### src/design/utf8_to_font_code_decoder_unit_assert.svh
// ---------------------------------------------------------------------------
// utf8_to_font_code_decoder_unit_assert.svh
// Assertion macros used by the decoder RTL.
// ---------------------------------------------------------------------------
`ifndef UTF8_TO_FONT_CODE_DECODER_UNIT_ASSERT_SVH
`define UTF8_TO_FONT_CODE_DECODER_UNIT_ASSERT_SVH

// Check a consequence in the same cycle as its antecedent.
`define UFD_ASSERT_NOW(label, ante, cons, msg) \
    label: assert property (@(posedge i_clk) disable iff (!i_rst_n) \
        (ante) |-> (cons)) else $error(msg);

// Check a consequence in the cycle after its antecedent.
`define UFD_ASSERT_NEXT(label, ante, cons, msg) \
    label: assert property (@(posedge i_clk) disable iff (!i_rst_n) \
        (ante) |=> (cons)) else $error(msg);

`endif

### src/design/utf8fc_pkg.sv
// ---------------------------------------------------------------------------
// utf8fc_pkg
// Types, constants and the codepoint-to-font map of the UTF-8 decoder.
// ---------------------------------------------------------------------------
package utf8fc_pkg;

    localparam int unsigned QDepth = 3;

    localparam logic [7:0] CodeUnknown = 8'h3F;
    localparam logic [7:0] CodeEnd     = 8'h00;

    // One result transaction.
    typedef struct packed {
        logic [7:0] font_code;
        logic       cell_valid;
        logic       string_end;
        logic       last_of_item;
    } t_result;

    // Decoder output toward the result queue.
    typedef struct packed {
        logic [1:0] count;
        t_result    res0;
        t_result    res1;
    } t_dec_out;

    // Map a decoded codepoint to its font position.
    function automatic logic [7:0] map_point(input logic [15:0] cp);
        logic [15:0] diff;
        logic [7:0]  code;
        begin
            code = CodeUnknown;
            diff = 16'h0000;
            if (cp >= 16'h0020 && cp <= 16'h007E) begin
                code = cp[7:0];
            end else if (cp >= 16'h0410 && cp <= 16'h042F) begin
                diff = cp - 16'h0410;
                code = 8'h80 + diff[7:0];
            end else if (cp >= 16'h0430 && cp <= 16'h044F) begin
                diff = cp - 16'h0430;
                code = 8'hA0 + diff[7:0];
            end else begin
                case (cp)
                    16'h0404: code = 8'hC0;
                    16'h0454: code = 8'hC1;
                    16'h0407: code = 8'hC2;
                    16'h0457: code = 8'hC3;
                    16'h0406: code = 8'hC4;
                    16'h0456: code = 8'hC5;
                    16'h0490: code = 8'hC6;
                    16'h0491: code = 8'hC7;
                    16'h00B0: code = 8'hC8;
                    default:  code = CodeUnknown;
                endcase
            end
            return code;
        end
    endfunction

endpackage

### src/design/utf8_to_font_code_decoder_unit.sv
// ---------------------------------------------------------------------------
// utf8_to_font_code_decoder_unit
// UTF-8 byte stream to font code stream decoder.
// ---------------------------------------------------------------------------
// Usage:
//   Slave channel s_axis takes one raw UTF-8 byte per transaction in tdata.
//   Master channel m_axis gives one result per transaction: font code in
//   tdata, tuser = {last_of_item, cell_valid}, tlast = string_end.
//   A byte gives zero, one or two results; a zero byte closes the string.
//   Path: a byte is held in the input register, decoded once the result
//   queue has room for two results, and its results are written into it.
//   Throughput: one byte per cycle while the receiver takes every result
//   and each byte gives at most one result; a byte with two results can
//   hold off the next byte while the single result port drains the
//   three-entry result queue.
//   Reset clears the sequence state, the input register and the queue.
//   When the receiver stalls, the queue fills and s_axis_tready drops once
//   two or more results are waiting and a byte is held; nothing is lost.
// ---------------------------------------------------------------------------
module utf8_to_font_code_decoder_unit (
    input  logic       i_clk,
    input  logic       i_rst_n,
    input  logic       s_axis_tvalid,
    output logic       s_axis_tready,
    input  logic [7:0] s_axis_tdata,   // [7:0] byte_in
    output logic       m_axis_tvalid,
    input  logic       m_axis_tready,
    output logic [7:0] m_axis_tdata,   // [7:0] font_code
    output logic [1:0] m_axis_tuser,   // [0] cell_valid, [1] last_of_item
    output logic       m_axis_tlast    // string_end
);
    import utf8fc_pkg::*;

    localparam int unsigned CntW = $clog2(QDepth + 1);

    logic            r_in_valid;
    logic [7:0]      r_in_byte;
    t_result         r_q [QDepth];
    t_result         n_q [QDepth];
    logic [CntW-1:0] r_count, n_count;
    logic [CntW-1:0] cnt_pop;
    logic            fire;
    logic            pop;
    t_dec_out        dec;

    // Decode only when the queue has room for two results.
    assign fire          = r_in_valid && (r_count <= CntW'(1));
    assign s_axis_tready = !r_in_valid || fire;
    assign pop           = m_axis_tvalid && m_axis_tready;

    // Hold the input byte.
    always_ff @(posedge i_clk) begin
        if (!i_rst_n) begin
            r_in_valid <= 1'b0;
        end else if (s_axis_tready) begin
            r_in_valid <= s_axis_tvalid;
        end
    end

    always_ff @(posedge i_clk) begin
        if (s_axis_tvalid && s_axis_tready) begin
            r_in_byte <= s_axis_tdata;
        end
    end

    utf8fc_decode u_decode (
        .i_clk   (i_clk),
        .i_rst_n (i_rst_n),
        .i_fire  (fire),
        .i_byte  (r_in_byte),
        .o_dec   (dec)
    );

    // Drop the head on a pop, then append new results.
    always_comb begin
        cnt_pop = r_count - (pop ? CntW'(1) : CntW'(0));
        for (int i = 0; i < QDepth; i++) begin
            if (pop && (i < QDepth - 1)) begin
                n_q[i] = r_q[i + 1];
            end else begin
                n_q[i] = r_q[i];
            end
            if (fire && dec.count != 2'd0 && CntW'(i) == cnt_pop) begin
                n_q[i] = dec.res0;
            end
            if (fire && dec.count == 2'd2 && CntW'(i) == cnt_pop + CntW'(1)) begin
                n_q[i] = dec.res1;
            end
        end
        n_count = cnt_pop + (fire ? CntW'(dec.count) : CntW'(0));
    end

    always_ff @(posedge i_clk) begin
        if (!i_rst_n) begin
            r_count <= '0;
        end else begin
            r_count <= n_count;
        end
    end

    always_ff @(posedge i_clk) begin
        for (int i = 0; i < QDepth; i++) begin
            r_q[i] <= n_q[i];
        end
    end

    // Present the queue head.
    assign m_axis_tvalid = (r_count != '0);
    assign m_axis_tdata  = r_q[0].font_code;
    assign m_axis_tuser  = {r_q[0].last_of_item, r_q[0].cell_valid};
    assign m_axis_tlast  = r_q[0].string_end;

`include "utf8_to_font_code_decoder_unit_assert.svh"

    `UFD_ASSERT_NOW(a_end_marker_empty, m_axis_tvalid && m_axis_tlast, m_axis_tdata == CodeEnd && !m_axis_tuser[0], "end marker carries a cell")
    `UFD_ASSERT_NOW(a_queue_bound, 1'b1, r_count <= CntW'(QDepth), "result queue overflow")
    `UFD_ASSERT_NEXT(a_pop_only_drains, pop && !fire, r_count == $past(r_count) - CntW'(1), "queue count not reduced by pop")

endmodule

### src/design/utf8fc_decode.sv
// ---------------------------------------------------------------------------
// utf8fc_decode
// Sequence state and per-byte decode; gives zero, one or two results.
// ---------------------------------------------------------------------------
module utf8fc_decode (
    input  logic                  i_clk,
    input  logic                  i_rst_n,
    input  logic                  i_fire,
    input  logic [7:0]            i_byte,
    output utf8fc_pkg::t_dec_out  o_dec
);
    import utf8fc_pkg::*;

    logic [1:0]  r_pending, n_pending;
    logic [15:0] r_point,   n_point;
    logic        r_discard, n_discard;

    logic        lead_has;
    t_result     lead_res;
    logic [1:0]  lead_pending;
    logic [15:0] lead_point;
    logic [15:0] cont_point;
    t_dec_out    dec;

    // Handle the byte as a lead byte.
    always_comb begin
        lead_has     = 1'b1;
        lead_res     = '{font_code: CodeUnknown, cell_valid: 1'b1,
                         string_end: 1'b0, last_of_item: 1'b0};
        lead_pending = 2'd0;
        lead_point   = 16'h0000;
        if (i_byte == 8'h00) begin
            lead_res = '{font_code: CodeEnd, cell_valid: 1'b0,
                         string_end: 1'b1, last_of_item: 1'b0};
        end else if (i_byte[7] == 1'b0) begin
            lead_res.font_code = map_point({8'h00, i_byte});
        end else if ((i_byte & 8'hE0) == 8'hC0) begin
            lead_has     = 1'b0;
            lead_pending = 2'd1;
            lead_point   = {11'd0, i_byte[4:0]};
        end else if ((i_byte & 8'hF0) == 8'hE0) begin
            lead_has     = 1'b0;
            lead_pending = 2'd2;
            lead_point   = {12'd0, i_byte[3:0]};
        end
    end

    assign cont_point = {r_point[9:0], i_byte[5:0]};

    // Select results and next state.
    always_comb begin
        dec       = '0;
        n_pending = r_pending;
        n_point   = r_point;
        n_discard = r_discard;
        if (r_discard) begin
            if (i_byte == 8'h00) begin
                n_discard = 1'b0;
            end
        end else if (r_pending == 2'd0) begin
            n_pending = lead_pending;
            n_point   = lead_point;
            dec.res0  = lead_res;
            dec.count = lead_has ? 2'd1 : 2'd0;
        end else if (i_byte[7:6] == 2'b10) begin
            n_pending = r_pending - 2'd1;
            n_point   = cont_point;
            if (r_pending == 2'd1) begin
                n_point   = 16'h0000;
                dec.count = 2'd1;
                if (cont_point == 16'h0000) begin
                    n_discard = 1'b1;
                    dec.res0  = '{font_code: CodeEnd, cell_valid: 1'b0,
                                  string_end: 1'b1, last_of_item: 1'b0};
                end else begin
                    dec.res0 = '{font_code: map_point(cont_point), cell_valid: 1'b1,
                                 string_end: 1'b0, last_of_item: 1'b0};
                end
            end
        end else begin
            // broken sequence, then reprocess the byte as a lead
            n_pending = lead_pending;
            n_point   = lead_point;
            dec.res0  = '{font_code: CodeUnknown, cell_valid: 1'b1,
                          string_end: 1'b0, last_of_item: 1'b0};
            dec.res1  = lead_res;
            dec.count = lead_has ? 2'd2 : 2'd1;
        end
        // mark the final result of this byte
        if (dec.count == 2'd1) begin
            dec.res0.last_of_item = 1'b1;
        end
        if (dec.count == 2'd2) begin
            dec.res1.last_of_item = 1'b1;
        end
    end

    assign o_dec = dec;

    // Advance state on each decoded byte.
    always_ff @(posedge i_clk) begin
        if (!i_rst_n) begin
            r_pending <= 2'd0;
            r_point   <= 16'h0000;
            r_discard <= 1'b0;
        end else if (i_fire) begin
            r_pending <= n_pending;
            r_point   <= n_point;
            r_discard <= n_discard;
        end
    end

endmodule

### config.mk
export PLATFORM = sky130hd
export DESIGN_NAME = utf8_to_font_code_decoder_unit
export DESIGN_NICKNAME = d
export VERILOG_FILES = /design/src/design/utf8fc_pkg.sv /design/src/design/utf8_to_font_code_decoder_unit.sv /design/src/design/utf8fc_decode.sv
export VERILOG_INCLUDE_DIRS = /design/src /design/src/design
export SDC_FILE = /design/constraint.sdc
export NUM_CORES = 1
export LEC_CHECK = 0
export BUFFER_PORTS_ARGS = -buffer_cell sky130_fd_sc_hd__buf_4
export CAP_MARGIN = 10
export CORE_ASPECT_RATIO = 1.75
export CORE_MARGIN = 2
export CORE_UTILIZATION = 55
export CTS_CLUSTER_DIAMETER = 120
export DETAILED_ROUTE_END_ITERATION = 7
export HOLD_SLACK_MARGIN = 0.15
export PLACE_DENSITY = 0.73
export SYNTH_ARGS = -nofsm -noshare
export SYNTH_HDL_FRONTEND = slang
export SYNTH_HIERARCHICAL = 1
export SYNTH_SLANG_ARGS = --single-unit
### constraint.sdc
create_clock -name i_clk -period 5.25 [get_ports i_clk]
set_input_delay 1.05 -clock i_clk [delete_from_list [all_inputs] [get_ports i_clk]]
set_output_delay 1.05 -clock i_clk [all_outputs]
set_load 0.005 [all_outputs]
==> impl_metrics.toml <==
[sta]
min_period_ps = 3560
fin_crit_sh_pct = 67.8
worst_pin_slew_ps = 1100
fmax_mhz = 281
skew_ps = 6.05
finalMaxSlewViolations = 0
grt_setup_unrepaired = "false"
holdWs_ps = 463
final.setup.worst_slack_ps = 1690
finalHoldViolations = 0
setup_viol = 0
setup_tns_ps = 0
max_slew_margin_pct = 26.5

[floorplan]
coreArea_um2 = 7180
die_w_um = 68.8
ios = 25
die_h_um = 117
start_util_pct = 56.3
row_count = 41
dieArea_um2 = 8090

[run]
max_cap_viol_count = 0

[final_layout]
final_util_pct = 61.3
seqCellArea_um2 = 1550
final_common_cell = "edfxtp_1"
drive_above_1_share_pct = 14.4
fin_nets = 468
nFillCells = 623
antenna_cells = 0
multi_input_area_um2 = 2170
layout_common_cells = "edfxtp_1 (41), buf_4 (29), nor3_1 (28)"
syn2layout_area_growth_pct = 8.81

[setup_path]
crit_arrival_ps = 3740
timing.rr.start = "r_in_byte[5]"
required_ps = 5430
critPathLaunchType = "flip-flop"
cp-end-kind = "flip-flop"
ff2ff_path_depth = 10
crit_path_max_fanout = 9
crit_top_cell = "inv_1"
crit_path_start = "r_in_byte[5]"
path_cells = "inv_1 -> ha_1 -> or3b_2 -> o32a_1 -> o21ai_0 -> and2_1 -> o211a_1 -> inv_1 -> or4_1 -> a31oi_1"
slowest_stage = "edfxtp_1"
critPathKind = "flip-flop to flip-flop"
max_stage_delay_ps = 510

[route]
ant_nets = 0
wl_met3_um = 481
drc = 0
wl_per_cell_um = 18.6
dr.pass1.iters = 6
via_count = 3561
highest_layer = "met4"
viasPerCell = 6.63
met1_length_um = 3580
totalWireLength_um = 9970
met2_length_um = 5550
drtIter0Drc = 363

[grt]
grt_usage_pct = 26.0
grt_pass1_vias = 3406
overflow = 0
grt_max_degree = 38
antenna_found_initial = 0
grt_pass1_wl_um = 16100

[synthesis]
ys_seq_elements = 57
yosysWarnings = 6
synthArstFlopShare_pct = 0
synth-edff-count = 41
syn_inst = 452
synth_nets = 473
syn_area_um2 = 4050
yosysSeqAreaShare_pct = 38.3
syn_area_per_cell_um2 = 8.95
synth_cell_types = 67
ys.flop_type = "edfxtp_1"

[power]
switching_share_pct = 34.3
p_int_mw = 1.08
clkPwrFrac_pct = 30.0
p_leak_nw = 1.54
p_per_area_nw_per_um2 = 374
seqPwrFrac_pct = 37.6
power_mw = 1.64
p_switching_mw = 0.564
combPwrFrac_pct = 32.3
ir_drop_v = 0.000250

[cts]
tritoncts = "yes"
numCtsBuffers = 9
clk-insertion-delay-late_ps = 330
cts_buffer_depth = 2
ctsResizeCount = 0
root_buffer = "clkbuf_16"
post_cts_buffers = 0
clkTransAtPathRegs_ps = 50
clock-sinks = 57
htree_levels = 3
ctsHoldBuffers = 0

[worst_hold_path]
holdPathStages = 2
hold_class = "flip-flop to flip-flop"
min_from = "u_decode/r_pending[1]"

[placement]
place.gp.congestion = 0.999
place_hpwl_um = 7360
io_buffers = 24
post-place-ws_ps = 1650

[run_status]
outcome = "completed"
layout make-up:
type                       count  area share, %
tap                           86           2.44
inverter                      25           2.13
clock buffer                   9           5.12
clock inverter                 6          0.597
timing repair buffer          30           5.29
sequential                    57           35.2
multi-input combinational    324           49.2
cells in the mapped netlist, types with 8 or more instances:
cell | count | area share, %
clkbuf_1 | 24 | 2.2
ha_1 | 9 | 2.8
mux2_2 | 10 | 2.8
nor3_1 | 28 | 3.5
edfxtp_1 | 41 | 30
buf_4 | 11 | 2.0
inv_1 | 25 | 2.3
nand2_1 | 20 | 1.9
o31ai_1 | 24 | 4.5
a21oi_1 | 11 | 1.4
dfxtp_1 | 16 | 7.9
nand2b_1 | 12 | 1.9
a31oi_1 | 25 | 3.9
nor2_1 | 28 | 2.6
nand4_1 | 14 | 2.2
nand3_1 | 14 | 1.7
and2_1 | 8 | 1.2
or4_1 | 12 | 2.2
o21ai_0 | 11 | 1.4
nor2b_1 | 12 | 1.9
cells by family (layout without fill, tap and decap cells):
| family | Yosys count | count (layout) | share of synthesized area, % |
|---|---|---|---|
| AOI/OAI and AO/OA | 123 | 123 | 22.0 |
| xor gates and xnor gates | 2 | 2 | 0.433 |
| adders and majority gates | 9 | 9 | 2.78 |
| buffers and inverters | 71 | 70 | 8.19 |
| DFF | 57 | 57 | 38.3 |
| muxes | 15 | 15 | 4.11 |
| other | 1 | 1 | 0.0927 |
| and+or+nand+nor | 174 | 174 | 24.1 |
sequential cells by signal, summed over array words and instances (netlist names):
signal / count
r_in_valid: 1
u_decode/r_discard: 1
u_decode/r_pending: 2
r_count: 2
u_decode/r_point: 10
r_in_byte: 8
r_q: 33
through the flow:
stage          area [um2]  cells
2_1_floorplan        4050    452
3_3_place_gp         4140    521
3_5_place_dp         4140    521
4_1_cts              4390    536
5_1_grt              4400    537
6_report             4400    537
power by group through the flow:
stage	logic (mW)	clock network, mW	registers [mW]
after CTS	0.523	0.504	0.619
after global placement	0.507	0	0.625
after floorplan	0.419	0	0.613
after detailed placement	0.520	0	0.627
after global routing	0.593	0.523	0.627
final	0.532	0.494	0.619
per-layer routing:
layer	GRT usage, %	vias to the layer above
li1	-	1714
met1	27.0	1667
met2	45.5	145
met3	6.21	35
met4	14.2	0
met5	0	-
critical path, delay by kind of cell, from the launching register on:
kind	cells	cell delay (ps)
simple gates	3	1220
compound gates	4	1070
flops	1	510
buf+inv	2	310
fa+ha+maj	1	310
path summary, 6_finish.rpt:
check / endpoint / slack (ps)
min: u_decode/r_pending[1] / 460
min reg2reg: u_decode/r_pending[1] / 460
max: r_q[0][10] / 1690
max reg2reg: r_q[0][10] / 1690
Power figures use the tool's default switching activity.
